**src/design/wrdi_pkg.sv**
```systemverilog
// Types and constants shared by the weighted random delay injector.
package wrdi_pkg;

   typedef logic [3:0]  event_kind_type;
   typedef logic [63:0] context_id_type;
   typedef logic [1:0]  strength_type;
   typedef logic [1:0]  delay_kind_type;
   typedef logic [4:0]  delay_count_type;
   typedef logic [31:0] seed_type;
   typedef logic [15:0] rnd_type;
   typedef logic [9:0]  quot_type;
   typedef logic [6:0]  pct_type;

   localparam strength_type STR_NONE    = 2'd0;
   localparam strength_type STR_NORMAL  = 2'd1;
   localparam strength_type STR_ABOVE   = 2'd2;
   localparam strength_type STR_HIGHEST = 2'd3;

   localparam delay_kind_type KIND_NONE  = 2'd0;
   localparam delay_kind_type KIND_SPIN  = 2'd1;
   localparam delay_kind_type KIND_YIELD = 2'd2;
   localparam delay_kind_type KIND_SLEEP = 2'd3;

   localparam event_kind_type EV_ATOMIC_LO  = 4'd0;
   localparam event_kind_type EV_ATOMIC_HI  = 4'd2;
   localparam event_kind_type EV_UNLOCK     = 4'd3;
   localparam event_kind_type EV_THR_CREATE = 4'd4;
   localparam event_kind_type EV_THR_START  = 4'd5;
   localparam event_kind_type EV_LOCK_LO    = 4'd6;
   localparam event_kind_type EV_LOCK_HI    = 4'd9;
   localparam event_kind_type EV_COND_WAIT  = 4'd10;
   localparam event_kind_type EV_COND_TIMED = 4'd11;

   localparam seed_type SEED_RESET = 32'd1;
   localparam seed_type LCG_MUL    = 32'd1103515245;
   localparam seed_type LCG_ADD    = 32'd12345;

   localparam int unsigned RND_SHIFT = 16;
   // floor(x * 655 / 2^16) is x / 100 or one less for any 16-bit x
   localparam quot_type RECIP_100 = 10'd655;
   localparam pct_type  PCT_MOD   = 7'd100;

   typedef struct packed {
      strength_type    strength;
      delay_kind_type  delay_kind;
      delay_count_type delay_count;
   } result_type;

endpackage

```
**src/design/wrdi_req_if.sv**
```systemverilog
// Input event channel.
interface wrdi_req_if;
   logic                     valid;
   logic                     ready;
   wrdi_pkg::event_kind_type event_kind;
   wrdi_pkg::context_id_type context_id;

   modport source (output valid, output event_kind, output context_id, input ready);
   modport sink (input valid, input event_kind, input context_id, output ready);
endinterface

```
**src/design/wrdi_rsp_if.sv**
```systemverilog
// Result channel.
interface wrdi_rsp_if;
   logic                      valid;
   logic                      ready;
   wrdi_pkg::strength_type    strength;
   wrdi_pkg::delay_kind_type  delay_kind;
   wrdi_pkg::delay_count_type delay_count;

   modport source (output valid, output strength, output delay_kind, output delay_count,
                   input ready);
   modport sink (input valid, input strength, input delay_kind, input delay_count,
                 output ready);
endinterface

```
**src/design/wrdi_csr_if.sv**
```systemverilog
// Seed register write channel.
interface wrdi_csr_if;
   logic               valid;
   logic               ready;
   wrdi_pkg::seed_type rng_seed;

   modport source (output valid, output rng_seed, input ready);
   modport sink (input valid, input rng_seed, output ready);
endinterface

```
**src/design/wrdi_pick.sv**
```systemverilog
// Percent reduction and weight table walk that choose the delay.
module wrdi_pick (
   input  wrdi_pkg::strength_type strength,
   input  wrdi_pkg::rnd_type      rnd,
   input  wrdi_pkg::quot_type     quot,
   output wrdi_pkg::result_type   result
);

   logic [16:0]       quot_x100;
   logic [15:0]       rem_wide;
   logic [7:0]        rem_lo;
   wrdi_pkg::pct_type pct;
   wrdi_pkg::pct_type bound1;
   wrdi_pkg::pct_type bound2;
   wrdi_pkg::pct_type bound3;
   wrdi_pkg::pct_type span;

   always_comb begin
      quot_x100 = quot * wrdi_pkg::PCT_MOD;
      rem_wide  = rnd - quot_x100[15:0];
      rem_lo    = rem_wide[7:0];
      if (rem_lo >= {1'b0, wrdi_pkg::PCT_MOD}) begin
         rem_lo = rem_lo - {1'b0, wrdi_pkg::PCT_MOD};
      end
      pct = rem_lo[6:0];
   end

   always_comb begin
      case (strength)
         wrdi_pkg::STR_NORMAL: begin
            bound1 = 7'd95;
            bound2 = 7'd97;
            bound3 = 7'd99;
         end
         wrdi_pkg::STR_ABOVE: begin
            bound1 = 7'd80;
            bound2 = 7'd90;
            bound3 = 7'd97;
         end
         wrdi_pkg::STR_HIGHEST: begin
            bound1 = 7'd40;
            bound2 = 7'd60;
            bound3 = 7'd80;
         end
         default: begin
            bound1 = wrdi_pkg::PCT_MOD;
            bound2 = wrdi_pkg::PCT_MOD;
            bound3 = wrdi_pkg::PCT_MOD;
         end
      endcase
   end

   always_comb begin
      result.strength = strength;
      span            = '0;
      if (pct < bound1) begin
         result.delay_kind = wrdi_pkg::KIND_NONE;
      end else if (pct < bound2) begin
         result.delay_kind = wrdi_pkg::KIND_SPIN;
         span              = bound2 - pct;
      end else if (pct < bound3) begin
         result.delay_kind = wrdi_pkg::KIND_YIELD;
         span              = bound3 - pct;
      end else begin
         result.delay_kind = wrdi_pkg::KIND_SLEEP;
         span              = wrdi_pkg::PCT_MOD - pct;
      end
      result.delay_count = span[4:0];
   end

endmodule

```
**src/design/weighted_random_delay_injector_unit.sv**
```systemverilog
// Weighted random delay injector: one result item per event, one event per clock cycle
// while rsp does not stall. Each accepted event is classified against the previous one
// at acceptance, where the generator also steps unless the strength is none (a zero
// state restarts from rng_seed); the strength and the upper half of the new state pass a
// reciprocal stage and a percent/table stage, held in s1, s2 and the result register.
// The generator state and the last event are updated in the accepting cycle; the 32-bit
// constant multiply of that step sets the cycle time. Each stage holds while its
// successor is full, so stalls on rsp back up one stage at a time. rng_seed is written
// through csr, which is always ready, and resets to 1.
module weighted_random_delay_injector_unit (
   input  logic       clock,
   input  logic       reset,
   wrdi_req_if.sink   req,
   wrdi_rsp_if.source rsp,
   wrdi_csr_if.sink   csr
);

   wrdi_pkg::seed_type       rng_seed_ff;
   wrdi_pkg::seed_type       lcg_state_ff;
   wrdi_pkg::seed_type       lcg_state_in;
   wrdi_pkg::event_kind_type last_event_ff;
   wrdi_pkg::context_id_type last_context_ff;
   logic                     last_valid_ff;

   logic                     s1_valid_ff;
   wrdi_pkg::strength_type   s1_strength_ff;
   wrdi_pkg::rnd_type        s1_rnd_ff;
   logic                     s2_valid_ff;
   wrdi_pkg::strength_type   s2_strength_ff;
   wrdi_pkg::rnd_type        s2_rnd_ff;
   wrdi_pkg::quot_type       s2_quot_ff;
   logic                     rsp_valid_ff;
   wrdi_pkg::result_type     rsp_result_ff;
   wrdi_pkg::result_type     rsp_result_in;

   logic                     s1_ready;
   logic                     s2_ready;
   logic                     out_ready;
   logic                     accept;
   logic                     prev_cond;
   logic                     same_ctx;
   wrdi_pkg::strength_type   strength_in;
   wrdi_pkg::seed_type       lcg_base;
   logic [25:0]              quot_prod;

   assign out_ready = !rsp_valid_ff || rsp.ready;
   assign s2_ready  = !s2_valid_ff || out_ready;
   assign s1_ready  = !s1_valid_ff || s2_ready;
   assign req.ready = s1_ready;
   assign accept    = req.valid && s1_ready;
   assign csr.ready = 1'b1;

   always_comb begin
      prev_cond = last_valid_ff && ((last_event_ff == wrdi_pkg::EV_COND_WAIT) ||
                                    (last_event_ff == wrdi_pkg::EV_COND_TIMED));
      same_ctx  = last_valid_ff && (last_context_ff == req.context_id);
      if (req.event_kind inside {[wrdi_pkg::EV_ATOMIC_LO:wrdi_pkg::EV_ATOMIC_HI]}) begin
         strength_in = wrdi_pkg::STR_ABOVE;
      end else if (req.event_kind == wrdi_pkg::EV_UNLOCK) begin
         strength_in = wrdi_pkg::STR_NONE;
      end else if (req.event_kind inside {wrdi_pkg::EV_THR_CREATE,
                                          wrdi_pkg::EV_THR_START}) begin
         strength_in = wrdi_pkg::STR_HIGHEST;
      end else if (req.event_kind inside {[wrdi_pkg::EV_LOCK_LO:wrdi_pkg::EV_LOCK_HI]}) begin
         if (prev_cond) begin
            strength_in = wrdi_pkg::STR_NONE;
         end else if (same_ctx) begin
            strength_in = wrdi_pkg::STR_ABOVE;
         end else begin
            strength_in = wrdi_pkg::STR_NORMAL;
         end
      end else if (req.event_kind inside {wrdi_pkg::EV_COND_WAIT,
                                          wrdi_pkg::EV_COND_TIMED}) begin
         strength_in = wrdi_pkg::STR_ABOVE;
      end else begin
         strength_in = wrdi_pkg::STR_NORMAL;
      end
   end

   always_comb begin
      lcg_base     = (lcg_state_ff == '0) ? rng_seed_ff : lcg_state_ff;
      lcg_state_in = lcg_base * wrdi_pkg::LCG_MUL + wrdi_pkg::LCG_ADD;
      quot_prod    = s1_rnd_ff * wrdi_pkg::RECIP_100;
   end

   wrdi_pick u_pick (
      .strength (s2_strength_ff),
      .rnd      (s2_rnd_ff),
      .quot     (s2_quot_ff),
      .result   (rsp_result_in)
   );

   always_ff @(posedge clock) begin
      if (reset) begin
         rng_seed_ff     <= wrdi_pkg::SEED_RESET;
         lcg_state_ff    <= '0;
         last_event_ff   <= '0;
         last_context_ff <= '0;
         last_valid_ff   <= 1'b0;
         s1_valid_ff     <= 1'b0;
         s2_valid_ff     <= 1'b0;
         rsp_valid_ff    <= 1'b0;
      end else begin
         if (csr.valid) begin
            rng_seed_ff <= csr.rng_seed;
         end
         if (accept) begin
            last_event_ff   <= req.event_kind;
            last_context_ff <= req.context_id;
            last_valid_ff   <= 1'b1;
            if (strength_in != wrdi_pkg::STR_NONE) begin
               lcg_state_ff <= lcg_state_in;
            end
         end
         if (s1_ready) begin
            s1_valid_ff <= accept;
         end
         if (s2_ready) begin
            s2_valid_ff <= s1_valid_ff;
         end
         if (out_ready) begin
            rsp_valid_ff <= s2_valid_ff;
         end
      end
   end

   always_ff @(posedge clock) begin
      if (accept) begin
         s1_strength_ff <= strength_in;
         s1_rnd_ff      <= lcg_state_in[wrdi_pkg::RND_SHIFT +: 16];
      end
      if (s2_ready && s1_valid_ff) begin
         s2_strength_ff <= s1_strength_ff;
         s2_rnd_ff      <= s1_rnd_ff;
         s2_quot_ff     <= quot_prod[25:16];
      end
      if (out_ready && s2_valid_ff) begin
         rsp_result_ff <= rsp_result_in;
      end
   end

   assign rsp.valid       = rsp_valid_ff;
   assign rsp.strength    = rsp_result_ff.strength;
   assign rsp.delay_kind  = rsp_result_ff.delay_kind;
   assign rsp.delay_count = rsp_result_ff.delay_count;

endmodule

```
**src/flat_wrapper.sv**
```systemverilog
// flat-port wrapper written by rule: the top's interface ports become plain ports
module weighted_random_delay_injector_unit_flat 
  (clock, reset, req_valid, req_event_kind, req_context_id, req_ready, rsp_valid, rsp_strength, rsp_delay_kind, rsp_delay_count, rsp_ready, csr_valid, csr_rng_seed, csr_ready);
  wrdi_req_if req_i ();
  wrdi_rsp_if rsp_i ();
  wrdi_csr_if csr_i ();
  input  logic clock;
  input  logic reset;
  input wire logic [$bits(req_i.valid)-1:0] req_valid;
  input wire logic [$bits(req_i.event_kind)-1:0] req_event_kind;
  input wire logic [$bits(req_i.context_id)-1:0] req_context_id;
  output wire logic [$bits(req_i.ready)-1:0] req_ready;
  output wire logic [$bits(rsp_i.valid)-1:0] rsp_valid;
  output wire logic [$bits(rsp_i.strength)-1:0] rsp_strength;
  output wire logic [$bits(rsp_i.delay_kind)-1:0] rsp_delay_kind;
  output wire logic [$bits(rsp_i.delay_count)-1:0] rsp_delay_count;
  input wire logic [$bits(rsp_i.ready)-1:0] rsp_ready;
  input wire logic [$bits(csr_i.valid)-1:0] csr_valid;
  input wire logic [$bits(csr_i.rng_seed)-1:0] csr_rng_seed;
  output wire logic [$bits(csr_i.ready)-1:0] csr_ready;
  assign req_i.valid = req_valid;
  assign req_i.event_kind = req_event_kind;
  assign req_i.context_id = req_context_id;
  assign req_ready = req_i.ready;
  assign rsp_valid = rsp_i.valid;
  assign rsp_strength = rsp_i.strength;
  assign rsp_delay_kind = rsp_i.delay_kind;
  assign rsp_delay_count = rsp_i.delay_count;
  assign rsp_i.ready = rsp_ready;
  assign csr_i.valid = csr_valid;
  assign csr_i.rng_seed = csr_rng_seed;
  assign csr_ready = csr_i.ready;
  weighted_random_delay_injector_unit u_core (.clock(clock), .reset(reset), .req(req_i), .rsp(rsp_i), .csr(csr_i));
endmodule
```
**config.mk**
```make
export PLATFORM = sky130hd
export DESIGN_NAME = weighted_random_delay_injector_unit_flat
export DESIGN_NICKNAME = d
export VERILOG_FILES = /design/src/design/wrdi_pkg.sv /design/src/design/wrdi_req_if.sv /design/src/design/wrdi_rsp_if.sv /design/src/design/wrdi_csr_if.sv /design/src/design/wrdi_pick.sv /design/src/design/weighted_random_delay_injector_unit.sv /design/src/flat_wrapper.sv
export SDC_FILE = /design/constraint.sdc
export NUM_CORES = 1
export LEC_CHECK = 0
export ABC_AREA = 0
export BUFFER_PORTS_ARGS = -buffer_cell sky130_fd_sc_hd__buf_4
export CORE_ASPECT_RATIO = 1.4
export CORE_UTILIZATION = 65
export CTS_CLUSTER_SIZE = 28
export DETAILED_ROUTE_END_ITERATION = 12
export PLACE_DENSITY = 0.9
export SYNTH_ARGS = -nofsm -noshare
export SYNTH_HDL_FRONTEND = slang
export SYNTH_SLANG_ARGS = --single-unit
```
**constraint.sdc**
```tcl
create_clock -name clock -period 13.66 [get_ports clock]
set_input_delay 1.366 -clock clock [delete_from_list [all_inputs] [get_ports clock]]
set_output_delay 1.366 -clock clock [all_outputs]
set_load 0.03 [all_outputs]
```
==> load_flow_metrics.sql <==
INSERT INTO impl_metrics (metric_group, metric, value, unit) VALUES
('run_status', 'status', 'complete, but fails checks', ''),
('run_status', 'violations', 'design-rule violations', ''),
('setup_path', 'crit-reg2reg-capture', 'u_core.lcg_state_ff[31]', ''),
('setup_path', 'critical_path.most_common_cell', 'fa_1', ''),
('grt', 'gr-total-overflow', '0', ''),
('setup_path', 'worstPathBufferInverterCount', '5', ''),
('route', 'met2WireLength', '27.9', 'mm'),
('setup_path', 'crit_family', 'adder cells', ''),
('timing', 'worst_slew_margin_relative_to_its_limit', '0.250', ''),
('final_layout', 'nNetsFinal', '2857', ''),
('clocking', 'clockBufferDepth', '2', ''),
('route', 'number_of_violations_reported_at_the_end_of_detailed_routing_iteration_0', '866', ''),
('clocking', 'clock_sink_count', '178', ''),
('clocking', 'cts_buffers', '17', ''),
('yosys', 'async_sr_flop_fraction', '0', ''),
('yosys', 'ys_seq_elements', '178', ''),
('clocking', 'cts_hold_repair.buffers', '0', ''),
('grt', 'first_global_vias', '16600', ''),
('timing', 'unrepaired_setup_endpoints_after_global_routing', 'no', ''),
('clocking', 'clk_root_buffer_cell', 'clkbuf_16', ''),
('die', 'core-area', '29800', 'um2'),
('timing', 'timing_hold_violations_final', '0', ''),
('yosys', 'yosys_warnings', '0', ''),
('clocking', 'count_of_h_tree_levels_built_during_cts', '4', ''),
('setup_path', 'worstSetupStartpoint', 'u_core.lcg_state_ff[22]', ''),
('flow_run', 'maxCapViolations', '0', ''),
('setup_path', 'path_depth', '29', ''),
('die', 'die_area', '31000', 'um2'),
('clocking', 'post_cts_resized', '0', ''),
('place', 'port_buffers', '115', ''),
('final_layout', 'diodes', '0', ''),
('grt', 'grt_max_degree', '106', ''),
('clocking', 'post_cts_setup_buffer_count', '0', ''),
('timing', 'finalCritPeriodShare', '0.638', ''),
('route', 'finalWirelength', '53.6', 'mm'),
('yosys', 'number_of_synthesized_flops_with_an_enable_pin', '43', ''),
('grt', 'grt_pass1_wl', '83.9', 'mm'),
('timing', 'timing.final.crit_period', '8.72', 'ns'),
('grt', 'grt_antenna_before_repair', '0', ''),
('yosys', 'synthesis.nets', '2762', ''),
('yosys', 'avgSynthCellArea', '9.32', 'um2'),
('final_layout', 'area.growth.synth_to_final', '9.32', '%'),
('route', 'top_signal_layer_used', 'met4', ''),
('setup_path', 'setup.worst_path.start_class', 'flop', ''),
('setup_path', 'worst_path_max_delay_cell', 'fa_1', ''),
('setup_path', 'timing_worst_setup_path_type', 'reg -> reg', ''),
('setup_path', 'timing.critical_path.required', '14.01', 'ns'),
('die', 'die_h', '208', 'um'),
('route', 'drt_drc_violations_left', '1', ''),
('timing', 'finalSetupTns', '0', 'ns'),
('timing', 'tightestPinTransition', '1.12', 'ns'),
('timing', 'timing.final.setup_violations', '0', ''),
('setup_path', 'worstPathMaxFanout', '26', ''),
('final_layout', 'final_layout_size_suffix_gt1_frac', '0.0797', ''),
('clocking', 'cts.reportedPaths.clkPinSlew', '0.07', 'ns'),
('worst_hold_path', 'hold_path_class', 'reg -> reg', ''),
('timing', 'slew_violations', '0', ''),
('die', 'fp-row-count', '75', ''),
('final_layout', 'layout_common_cells', '469 x inv_1, 320 x ha_1, 224 x fa_1, 201 x nand2_1, 157 x a21oi_1', ''),
('timing', 'timing.fmax', '0.115', 'GHz'),
('yosys', 'ys.flop_type', 'dfxtp_1', ''),
('yosys', 'yosysUniqueCellTypes', '70', ''),
('route', 'first_pass_iters', '11', ''),
('setup_path', 'timing.critical_path.arrival', '9.07', 'ns'),
('timing', 'clock-skew-final', '0.0132', 'ns'),
('route', 'metal_1_wl', '18.2', 'mm'),
('route', 'drt.antenna.violating_nets', '0', ''),
('place', 'post-dp-hpwl', '43.9', 'mm'),
('setup_path', 'worst_setup_path_end_kind', 'flop', ''),
('clocking', 'tritoncts_clock_tree', 'yes', ''),
('clocking', 'clock_insertion_delay_worst_skew', '0.45', 'ns');
==> state kept, by name, indices dropped and copies added (netlist names), 2 cells and up <==
name	flops
u_core.s2_rnd_ff	8
u_core.s2_strength_ff	2
u_core.rng_seed_ff	32
u_core.rsp.strength	2
u_core.s2_quot_ff	6
u_core.last_event_ff	3
u_core.last_context_ff	64
u_core.s1_rnd_ff	16
u_core.rsp.delay_kind	2
u_core.rsp.delay_count	5
u_core.lcg_state_ff	32
u_core.s1_strength_ff	2
==> cells in the mapped netlist (all sizes together), types with 2 or more instances <==
cell / number / area share
o22ai: 6 / 0.0019
and3: 9 / 0.0031
fa: 224 / 0.23
inv: 470 / 0.090
xnor2: 108 / 0.048
nor3: 8 / 0.0020
a21boi: 4 / 0.0015
nor4b: 3 / 0.0013
nor2b: 7 / 0.0022
or2: 8 / 0.0025
a221oi: 7 / 0.0031
o21ai: 26 / 0.0066
or3: 4 / 0.0013
o21bai: 3 / 0.0011
and4: 3 / 0.0013
nor2: 78 / 0.015
nand4: 16 / 0.0051
nor4: 14 / 0.0044
dfxtp: 135 / 0.14
ha: 320 / 0.20
nand2: 202 / 0.039
o31ai: 2 / 0.00076
buf: 8 / 0.0019
a31oi: 9 / 0.0029
or4: 4 / 0.0017
mux2i: 33 / 0.017
a21o: 45 / 0.017
edfxtp: 43 / 0.066
clkbuf: 39 / 0.0074
xor2: 28 / 0.012
o211ai: 5 / 0.0019
a22oi: 3 / 0.0011
o2bb2ai: 5 / 0.0022
o21a: 7 / 0.0027
a31o: 4 / 0.0018
nand2b: 10 / 0.0032
nand3b: 2 / 0.00076
nand3: 11 / 0.0028
and2: 11 / 0.0036
a21oi: 159 / 0.041
a211oi: 10 / 0.0038
==> cell families (layout without fill, tap and decap cells) <==
family,Yosys count,after routing,share of synthesized area
buf+inv,517,625,0.0990
flops,178,178,0.203
other cells,1,1,0.000190
xor+xnor,138,138,0.0629
mux,33,33,0.0168
compound gates,308,308,0.0965
simple gates,394,394,0.0906
fa+ha+maj,544,544,0.431
==> through the flow <==
| step | setup slack (ns) | area (um2) | std cells | util | hold slack [ns] |
|---|---|---|---|---|---|
| 2_1_floorplan | 5.85 | 19700 | 2113 | - | 0.400 |
| 3_3_place_gp | 5.11 | 20900 | 2574 | 0.701 | 0.406 |
| 3_5_place_dp | 5.01 | 20900 | 2574 | 0.701 | 0.411 |
| 4_1_cts | 4.99 | 21500 | 2606 | 0.721 | 0.428 |
| 5_1_grt | 4.43 | 21500 | 2606 | 0.721 | 0.435 |
| 6_report | 4.94 | 21500 | 2606 | 0.721 | 0.433 |
==> how the worst min path moves through the flow <==
stage / endpoint / slack (ns) / depth (start not counted)
after detailed placement: u_core.s2_strength_ff[0] / 0.41 / 0
after global placement: u_core.s2_strength_ff[0] / 0.41 / 0
after global routing: u_core.s2_strength_ff[0] / 0.44 / 0
after floorplan: u_core.s2_strength_ff[0] / 0.40 / 0
after CTS: u_core.s2_strength_ff[0] / 0.43 / 0
final: u_core.s2_strength_ff[0] / 0.43 / 0
==> per-layer routing <==
metal  vias up  track usage
met5         -            0
met4         0        0.285
li1       6953            -
met2       656        0.654
met3       253       0.0504
met1      7395        0.363
==> area by class of cell <==
cell class              instances  area [um2]
flip-flops and latches        178        3990
inverters                     470        1760
clock inverters                12         136
fillers                      2161        8320
well taps                     385         482
multi-input cells            1418       13800
repair buffers                123         923
clock buffers                  20         468
==> worst reg2reg max path: cells and delay by family, from the launching register on <==
| kind | cells | cell delay [ns] |
|---|---|---|
| compound gates | 8 | 1.67 |
| xor+xnor | 2 | 0.69 |
| fa+ha+maj | 9 | 3.70 |
| buf+inv | 5 | 0.76 |
| flops | 1 | 0.34 |
| simple gates | 5 | 1.44 |
Power is not shown: default switching activity piles up to over one toggle a cycle in this logic, so the estimate is an artifact.
